**src/rtl/irc_tok_pkg.sv**
```systemverilog
// Shared types and constants for the IRC message tokenizer.
`timescale 1ns / 1ps
`default_nettype none

package irc_tok_pkg;

  // Highest parameter index; the parameter counter stops here.
  localparam int MAX_PARAM_INDEX = 15;
  localparam int PCNT_W          = $clog2(MAX_PARAM_INDEX + 1);
  localparam int IDX_W           = 4;

  // Item field widths.
  localparam int BYTE_W  = 8;
  localparam int CLASS_W = 3;

  // Characters that steer the grammar.
  localparam logic [BYTE_W-1:0] CH_COLON = 8'h3A;
  localparam logic [BYTE_W-1:0] CH_SPACE = 8'h20;

  // Byte classes reported with each result.
  typedef enum logic [CLASS_W-1:0] {
    CL_PREFIX  = 3'd0,
    CL_COMMAND = 3'd1,
    CL_MIDDLE  = 3'd2,
    CL_TRAIL   = 3'd3,
    CL_DELIM   = 3'd4
  } byte_class_t;

  // Parser phases, one-hot.
  typedef enum logic [5:0] {
    PH_START   = 6'b000001,
    PH_PREFIX  = 6'b000010,
    PH_COMMAND = 6'b000100,
    PH_PSTART  = 6'b001000,
    PH_MIDDLE  = 6'b010000,
    PH_TRAIL   = 6'b100000
  } phase_t;

endpackage

`default_nettype wire

```
**src/rtl/irc_message_tokenizer_top.sv**
```systemverilog
// Top level of the IRC message tokenizer: classifies one line byte per item.
//
//  Channel  Direction  tdata                              tuser / tlast
//  s_*      in         [7:0] char_byte                    tlast = line_end
//  m_*      out        [7:0] byte_out, [11:8] param_index tuser [2:0] byte_class,
//                                                         [3] field_end, [4] line_ok;
//                                                         tlast = last
//
// One item per clock unless the output stalls: the byte is classified by the
// phase logic and written to the result register in the cycle it is accepted.
// The result register is the only stage; a new item is taken whenever that
// register is empty or is being drained in the same cycle.
// Synchronous reset returns the parser to line start and empties the result.
// A stalled output holds its result and stalls the input side.
`timescale 1ns / 1ps
`default_nettype none

module irc_message_tokenizer_top
  import irc_tok_pkg::*;
(
  input  wire logic        clk,
  input  wire logic        rst,
  input  wire logic        s_tvalid,
  output logic             s_tready,
  input  wire logic [7:0]  s_tdata,   // [7:0] char_byte
  input  wire logic        s_tlast,   // line_end
  output logic             m_tvalid,
  input  wire logic        m_tready,
  output logic [15:0]      m_tdata,   // [7:0] byte_out, [11:8] param_index, [15:12] zero
  output logic [4:0]       m_tuser,   // [2:0] byte_class, [3] field_end, [4] line_ok
  output logic             m_tlast    // last
);

  // Parser state.
  phase_t              phase, phase_next;
  logic [PCNT_W-1:0]   param_count, param_count_next;
  logic                command_seen, command_seen_next;

  // Result register.
  logic                out_valid;
  logic [BYTE_W-1:0]   byte_out;
  byte_class_t         byte_class, byte_class_next;
  logic [IDX_W-1:0]    param_index, param_index_next;
  logic                field_end, field_end_next;
  logic                last;
  logic                line_ok;

  logic                accept;
  logic                is_colon, is_space;
  logic [PCNT_W-1:0]   param_count_inc;
  logic [IDX_W+PCNT_W-1:0] idx_wide;

  assign s_tready = !out_valid || m_tready;
  assign accept   = s_tvalid && s_tready;
  assign is_colon = (s_tdata == CH_COLON);
  assign is_space = (s_tdata == CH_SPACE);

  // Saturating advance of the parameter index.
  assign param_count_inc = (param_count == PCNT_W'(MAX_PARAM_INDEX)) ?
                           param_count : param_count + PCNT_W'(1);
  assign idx_wide = {{IDX_W{1'b0}}, param_count};

  // Classification and next phase for the byte on the input.
  always_comb begin
    phase_next        = phase;
    param_count_next  = param_count;
    command_seen_next = command_seen;
    byte_class_next   = CL_DELIM;
    param_index_next  = '0;
    field_end_next    = 1'b0;
    unique case (phase)
      PH_START: begin
        if (is_colon) begin
          phase_next = PH_PREFIX;
        end else if (is_space) begin
          field_end_next = 1'b1;
          phase_next     = PH_PSTART;
        end else begin
          byte_class_next   = CL_COMMAND;
          command_seen_next = 1'b1;
          phase_next        = PH_COMMAND;
        end
      end
      PH_PREFIX: begin
        if (is_space) begin
          field_end_next = 1'b1;
          phase_next     = PH_COMMAND;
        end else begin
          byte_class_next = CL_PREFIX;
        end
      end
      PH_COMMAND: begin
        if (is_space) begin
          field_end_next = 1'b1;
          phase_next     = PH_PSTART;
        end else begin
          byte_class_next   = CL_COMMAND;
          command_seen_next = 1'b1;
        end
      end
      PH_PSTART: begin
        param_index_next = idx_wide[IDX_W-1:0];
        if (is_colon) begin
          phase_next = PH_TRAIL;
        end else if (is_space) begin
          field_end_next   = 1'b1;
          param_count_next = param_count_inc;
        end else begin
          byte_class_next = CL_MIDDLE;
          phase_next      = PH_MIDDLE;
        end
      end
      PH_MIDDLE: begin
        param_index_next = idx_wide[IDX_W-1:0];
        if (is_space) begin
          field_end_next   = 1'b1;
          param_count_next = param_count_inc;
          phase_next       = PH_PSTART;
        end else begin
          byte_class_next = CL_MIDDLE;
        end
      end
      PH_TRAIL: begin
        param_index_next = idx_wide[IDX_W-1:0];
        byte_class_next  = CL_TRAIL;
      end
      default: begin
        phase_next = PH_START;
      end
    endcase
  end

  // Parser state; the final byte of a line returns it to line start.
  always_ff @(posedge clk) begin
    if (rst) begin
      phase        <= PH_START;
      param_count  <= '0;
      command_seen <= 1'b0;
    end else if (accept) begin
      if (s_tlast) begin
        phase        <= PH_START;
        param_count  <= '0;
        command_seen <= 1'b0;
      end else begin
        phase        <= phase_next;
        param_count  <= param_count_next;
        command_seen <= command_seen_next;
      end
    end
  end

  // Result valid flag.
  always_ff @(posedge clk) begin
    if (rst) begin
      out_valid <= 1'b0;
    end else if (accept) begin
      out_valid <= 1'b1;
    end else if (m_tready) begin
      out_valid <= 1'b0;
    end
  end

  // Result payload.
  always_ff @(posedge clk) begin
    if (accept) begin
      byte_out    <= s_tdata;
      byte_class  <= byte_class_next;
      param_index <= param_index_next;
      field_end   <= field_end_next;
      last        <= s_tlast;
      line_ok     <= s_tlast && command_seen_next;
    end
  end

  // Output packing.
  assign m_tvalid = out_valid;
  assign m_tdata  = {{(16 - IDX_W - BYTE_W){1'b0}}, param_index, byte_out};
  assign m_tuser  = {line_ok, field_end, byte_class};
  assign m_tlast  = last;

`ifndef SYNTH
  // The final byte of a line leaves the parser at line start.
  a_line_reset: assert property (@(posedge clk) disable iff (rst)
    (accept && s_tlast) |=> (phase == PH_START && param_count == '0 && !command_seen))
    else $error("parser state not cleared after line end");

  // line_ok appears only on the last result of a line.
  a_ok_on_last: assert property (@(posedge clk) disable iff (rst)
    (out_valid && line_ok) |-> last)
    else $error("line_ok without last");

  // A field end is always a space consumed as a delimiter.
  a_fend_space: assert property (@(posedge clk) disable iff (rst)
    (out_valid && field_end) |-> (byte_class == CL_DELIM && byte_out == CH_SPACE))
    else $error("field_end on a byte that is not a delimiting space");

  // A nonzero index belongs only to the parameter part of the line.
  a_idx_param: assert property (@(posedge clk) disable iff (rst)
    (out_valid && param_index != '0) |->
      (byte_class == CL_MIDDLE || byte_class == CL_TRAIL || byte_class == CL_DELIM))
    else $error("parameter index on a prefix or command byte");
`endif

endmodule

`default_nettype wire

```
**config.mk**
```make
export PLATFORM = sky130hd
export DESIGN_NAME = irc_message_tokenizer_top
export DESIGN_NICKNAME = d
export VERILOG_FILES = /design/src/rtl/irc_tok_pkg.sv /design/src/rtl/irc_message_tokenizer_top.sv
export SDC_FILE = /design/constraint.sdc
export NUM_CORES = 1
export LEC_CHECK = 0
export BUFFER_PORTS_ARGS = -buffer_cell sky130_fd_sc_hd__buf_4
export CAP_MARGIN = 20
export CORE_MARGIN = 2
export CORE_UTILIZATION = 57
export CTS_CLUSTER_DIAMETER = 40
export CTS_CLUSTER_SIZE = 20
export DETAILED_ROUTE_END_ITERATION = 10
export PLACE_DENSITY = 0.84
export SLEW_MARGIN = 20
export SYNTH_ARGS = -nofsm -noshare
export SYNTH_HDL_FRONTEND = slang
export SYNTH_SLANG_ARGS = --single-unit
```
**constraint.sdc**
```tcl
create_clock -name clk -period 3.6 [get_ports clk]
set_input_delay 0.36 -clock clk [delete_from_list [all_inputs] [get_ports clk]]
set_output_delay 0.36 -clock clk [all_outputs]
set_load 0.05 [all_outputs]
```
==> qor.yml, run 1 <==
outcome: "complete, no violations"
worstRegToRegCells: 5
post_cts_buffers: 0
period_needed_ps: 1950
worst_slack_ps: 1650
grt_usage_pct: 21.0
synth_area_um2: 1580
hold_viol: 0
grt_pass1_vias: 1180
worstSetupStartpointType: "register"
die_w_um: 56.7
dpl_worst_slack_ps: 1410
io_pins: 37
synth-main-ff-cell: "edfxtp_1"
grt_max_degree: 27
clockBufferDepth: 2
maxSlewHeadroom_pct: 55.1
ys_ff_latch: 30
drive_above_1_share_pct: 27.0
ctsHoldBuffers: 0
multi_input_area_um2: 699
synth.distinct_cells: 50
initialDrtViolationCount: 50
numCtsBuffers: 5
numPortBuffers: 32
wirelength_um: 3080
h-tree-depth: 2
post-route-util_pct: 68.3
fin_crit_sh_pct: 54.1
fmax_mhz: 513
reg2reg_slack_ps: 1650
antenna_found_initial: 0
gp_congestion: 0.865
cts_resized: 0
cp.arrival_ps: 2190
core_area_um2: 2690
cts_tree: "done"
rsz0062_at_grt: "no"
grt_pass1_wl_um: 5210
peakVddDrop_mv: 0.356
worst-path-max-fanout: 10
antenna_cells: 0
layout_common_cells: "buf_4, edfxtp_1, dfxtp_1"
fillerInstances: 206
wire_per_inst_um: 14.3
power.density_nw_per_um2: 400
clkLatencyLatePin_ps: 320
worst_pin_slew_ps: 664
gr-total-overflow: 0
critical_path_class: "reg -> reg"
whs_ps: 220
syn2layout_area_growth_pct: 16.1
final_common_cell: "buf_4"
cp_data_required_time_ps: 3840
drc: 0
vias: 1237
cts-root-buf: "clkbuf_4"
synth_edf_count: 18
placed_cell_area_um2: 1790
async_flop_share_pct: 0
drt_pass1_iterations: 4
slew_viol_final: 0
die_area_um2: 3210
post_drt_via_cell_ratio: 5.73
end_kind: "register"
drtAntennaViolNets: 0
yosys_warnings: 0
p_leak_nw: 0.730
hold_path_depth: 1
finalSetupTns_ps: 0
cap_violations: 0
placementRows: 19
final_nets: 198
dieHeight_um: 56.7
dp_hpwl_um: 2240
syn_area_per_cell_um2: 10.2
cts_sinks: 30
hp-class: "in -> reg"
final_area_um2: 1840
ff_latch_area_um2: 781
seq_area_frac_synth_pct: 49.4
clk_pin_slew_worst_paths_ps: 90
clock_skew_ps: 3.51
start_util_pct: 58.9
setup_viol: 0
syn_inst: 155
-- kinds of logic after synthesis --
group	count (synthesis)	share of synthesized area (%)
other cells	1	0.237
fa+ha+maj	1	0.791
simple gates	63	22.2
buf+inv	19	7.12
xor+xnor	3	1.66
flops	30	49.4
compound gates	32	14.7
mux	6	3.88
-- worst paths after layout --
kind | startpoint | to
max | phase[2] | param_count[2]
min | s_tdata[5] | byte_out[5]
max reg2reg | phase[2] | param_count[2]
min reg2reg | command_seen | command_seen
-- where the power goes --
group	internal (mW)	switching (mW)	total, mW
clock	0.0732	0.107	0.181
sequential	0.384	0.0116	0.396
combinational	0.0515	0.106	0.158
-- metal layers --
layer	global-route usage (%)	part of all wire [%]
met1	24.6	42
met2	35.2	50
met3	6.45	6.7
met4	9.52	1.0
met5	0	0
-- synthesized netlist by cell type (all sizes together), types with 2 or more instances --
| master | instances | area (um^2) |
|---|---|---|
| a21oi | 6 | 33.8 |
| and2 | 5 | 31.3 |
| and3 | 2 | 13.8 |
| buf | 11 | 82.6 |
| clkbuf | 3 | 11.3 |
| dfxtp | 12 | 240 |
| edfxtp | 18 | 541 |
| inv | 4 | 15.0 |
| mux2i | 5 | 50.1 |
| nand2 | 10 | 37.5 |
| nand2b | 8 | 50.1 |
| nand3 | 6 | 30.0 |
| nand3b | 2 | 15.0 |
| nand4 | 2 | 12.5 |
| nor2 | 10 | 37.5 |
| nor3 | 4 | 20.0 |
| nor4 | 3 | 18.8 |
| o211ai | 3 | 22.5 |
| o21ai | 12 | 63.8 |
| or2 | 2 | 15.0 |
| or2b | 2 | 15.0 |
| or3 | 2 | 12.5 |
| or4 | 2 | 18.8 |
| xor2 | 3 | 26.3 |
-- critical path, cell delays in order (launching register included) --
cell and delay, ps:
dfxtp_1 420, or4_4 580, a21oi_2 160, a31oi_2 140, or3_1 360, a21oi_1 200
-- area by class of cell --
type | count | share of cell area, %
clock buffers | 6 | 2.25
well taps | 31 | 2.11
flip-flops and latches | 30 | 42.5
clock inverters | 2 | 0.477
multi-input cells | 109 | 38.1
repair buffers | 33 | 13.5
inverters | 5 | 1.02
-- sequential cells by signal, summed over array words and instances, names as in the netlist, 3 cells and up --
register and flops:
byte_class 3, param_index 4, param_count 4, phase 6, byte_out 8
-- through the flow --
step,power [mW],std cells
detailed placement,0.561,208
floorplan,0.523,158
finish,0.734,216
global route,0.766,216
CTS,0.739,216
global placement,0.558,208
(Power assumes the default switching activity.)
==> run 2: changes to the inputs <==
--- a/config.mk
+++ b/config.mk
@@ -8,11 +8,11 @@
 export BUFFER_PORTS_ARGS = -buffer_cell sky130_fd_sc_hd__buf_4
 export CAP_MARGIN = 20
 export CORE_MARGIN = 2
-export CORE_UTILIZATION = 57
+export CORE_UTILIZATION = 48
 export CTS_CLUSTER_DIAMETER = 40
 export CTS_CLUSTER_SIZE = 20
 export DETAILED_ROUTE_END_ITERATION = 10
-export PLACE_DENSITY = 0.84
+export PLACE_DENSITY = 0.75
 export SLEW_MARGIN = 20
 export SYNTH_ARGS = -nofsm -noshare
 export SYNTH_HDL_FRONTEND = slang
==> constraint.sdc (replaced) <==
create_clock -name clk -period 1.7 [get_ports clk]
set_input_delay 0.17 -clock clk [delete_from_list [all_inputs] [get_ports clk]]
set_output_delay 0.17 -clock clk [all_outputs]
set_load 0.05 [all_outputs]
==> run 2 against run 1 <==
The run now ends with setup timing left. Utilization shrank 0.34 points. Setup slack worse by 1700 ps. Clock skew is 4.4 ps higher. Cell count rose by 16%. Die area rose by 17%. Combinational power grew to 2.6 times the previous value. Cell area rose by 15%. Count of clock-buffer cells in the layout stayed put. Non-clock buffer count grew 21. Wire length grew 18%. Maximum frequency grew 12%. Largest power group unchanged.
==> qor.yml, run 2 (same netlist as run 1, synthesis figures left out) <==
placed_cells: 239  # +15%
gr-total-overflow: 0  # unchanged
drtAntennaViolNets: 0  # unchanged
worst-path-max-fanout: 5  # -5
total_power_mw: 1.64  # +120%
critical_path_class: "reg -> reg"
antenna_found_initial: 0  # unchanged
p_clk_share_pct: 24.3  # -0.3 points
p_switching_mw: 0.519  # +130%
drt_pass1_iterations: 4  # unchanged
ff_latch_area_um2: 790  # +1.1%
dieHeight_um: 61.4  # +8.3%
clk_pin_slew_worst_paths_ps: 90  # about the same
initialDrtViolationCount: 54  # +8.0%
die_area_um2: 3770  # +17%
start_util_pct: 51.0  # -7.9 points
worst_slack_ps: -45.9  # -1700 ps
placementRows: 20  # +1
whs_ps: 20.4  # -200 ps
cts_sinks: 30  # unchanged
final_cells: 250  # +16%
setup_viol: 6  # +6
drc: 0  # unchanged
p_leak_nw: 0.861  # +18%
power.density_nw_per_um2: 780  # +95%
multi_input_area_um2: 786  # +12%
outcome: "finished with violations"
grt_max_degree: 17  # -37%
h-tree-depth: 2  # unchanged
ctsHoldBuffers: 0  # unchanged
violations: "setup timing"
reg_top3: "byte_out (8), phase (6)"
fmax_mhz: 573  # +12%
cp_slowest_cell: "or4_4"
cap_violations: 0  # unchanged
numPortBuffers: 32  # unchanged
layout_common_cells: "buf_4, edfxtp_1, nand2_1"
worstSetupStartpointType: "register"
end_kind: "register"
final_nets: 219  # +11%
switching_share_pct: 31.6  # +0.85 points
hold_viol: 0  # unchanged
fillerInstances: 257  # +25%
worst_pin_slew_ps: 495  # -169 ps
rsz0062_at_grt: "yes"
grt_pass1_vias: 1239  # +5.0%
cts-root-buf: "clkbuf_4"
wirelength_um: 3640  # +18%
clock_skew_ps: 7.95  # +4.43 ps
placed_cell_area_um2: 1960  # +10%
largest_reg_flops: 8  # unchanged
peakVddDrop_mv: 0.386  # +8.3%
slew_viol_final: 0  # unchanged
final_area_um2: 2110  # +15%
final_common_cell: "buf_4"
vias: 1378  # +11%
finalSetupTns_ps: -177  # -177 ps
crit_chain: "or4_4 -> a21oi_4 -> a31oi_4 -> nor2_4 -> mux2_4"
p_seq_share_pct: 50.6  # -3.3 points
core_area_um2: 3100  # +16%
period_needed_ps: 1750  # -202 ps
post_drt_via_cell_ratio: 5.51  # -3.8%
clockBufferDepth: 2  # unchanged
cp_data_required_time_ps: 1920  # -1920 ps
maxSlewHeadroom_pct: 66.6  # +11 points
comb_power_share_pct: 25.1  # +3.6 points
antenna_cells: 0  # unchanged
dp_hpwl_um: 2620  # +17%
io_pins: 37  # unchanged
top_register: "byte_out"
die_w_um: 61.4  # +8.3%
numCtsBuffers: 5  # unchanged
gp_congestion: 0.966  # +12%
drive_above_1_share_pct: 43.7  # +17 points
cts_tree: "done"
grt_usage_pct: 20.4  # -0.62 points
hp-class: "in -> reg"
wire_per_inst_um: 14.5  # +1.9%
slowest_delay_ps: 560  # -20 ps
cp.arrival_ps: 1970  # -220 ps
syn2layout_area_growth_pct: 33.4
grt_pass1_wl_um: 5570  # +6.9%
intPower_mw: 1.13  # +120%
fin_crit_sh_pct: 103  # +49 points
clkLatencyLatePin_ps: 330  # about the same
-- run 2: changes by cell type in the layout (fill, tap and decap cells not counted), sizes merged --
cell | previous run | this run
buf | 33 | 54
-- run 2: worst paths after layout --
check             start        endpoint  slack, ps  depth (start not counted)
min          s_tdata[5]     byte_out[5]         20                          1
max reg2reg    phase[5]  param_count[0]        -50                          5
max            phase[5]  param_count[0]        -50                          5
min reg2reg    m_tvalid        m_tvalid        500                          2
-- run 2: metal layers --
metal  up-vias  wire (um)  global-route usage (%)
li1        657          -                       -
met1       646       1470                    25.8
met2        63       1780                    33.1
met3        12        281                    5.88
met4         0        102                    7.90
met5         -          0                       0
-- run 2: worst max-delay path: cells and delay by family, from the launching register on --
kind            cells  cell delay (ps)
flops               1              330
simple gates        2              710
mux                 1              300
compound gates      2              290
-- run 2: power by group through the flow --
stage	Combinational, mW	Sequential [mW]	Clock, mW
global route	0.438	0.837	0.438
floorplan	0.187	0.930	0
detailed placement	0.385	0.848	0
global placement	0.378	0.846	0
CTS	0.389	0.831	0.404
finish	0.413	0.832	0.400
-- run 2: layout make-up --
type	count	area share, %
Inverter	5	1.13
Sequential cell	30	37.4
Multi-Input combinational cell	109	37.2
Clock inverter	2	0.415
Tap cell	44	2.61
Timing Repair Buffer	54	19.2
Clock buffer	6	1.96
-- run 2: through the flow --
step | worst slack, ps | utilization [%]
floorplan | -86.0 | -
global placement | -129 | 63.3
detailed placement | -176 | 63.3
CTS | -22.1 | 65.2
global route | -99.5 | 68.0
finish | -45.9 | 68.0
-- run 2: what timing repair did --
action	in CTS	in global routing
setup buffers	0	3
endpoints found under the setup margin	7	10
pin swaps	1	4
cloned	0	0
gates resized for setup	4	15
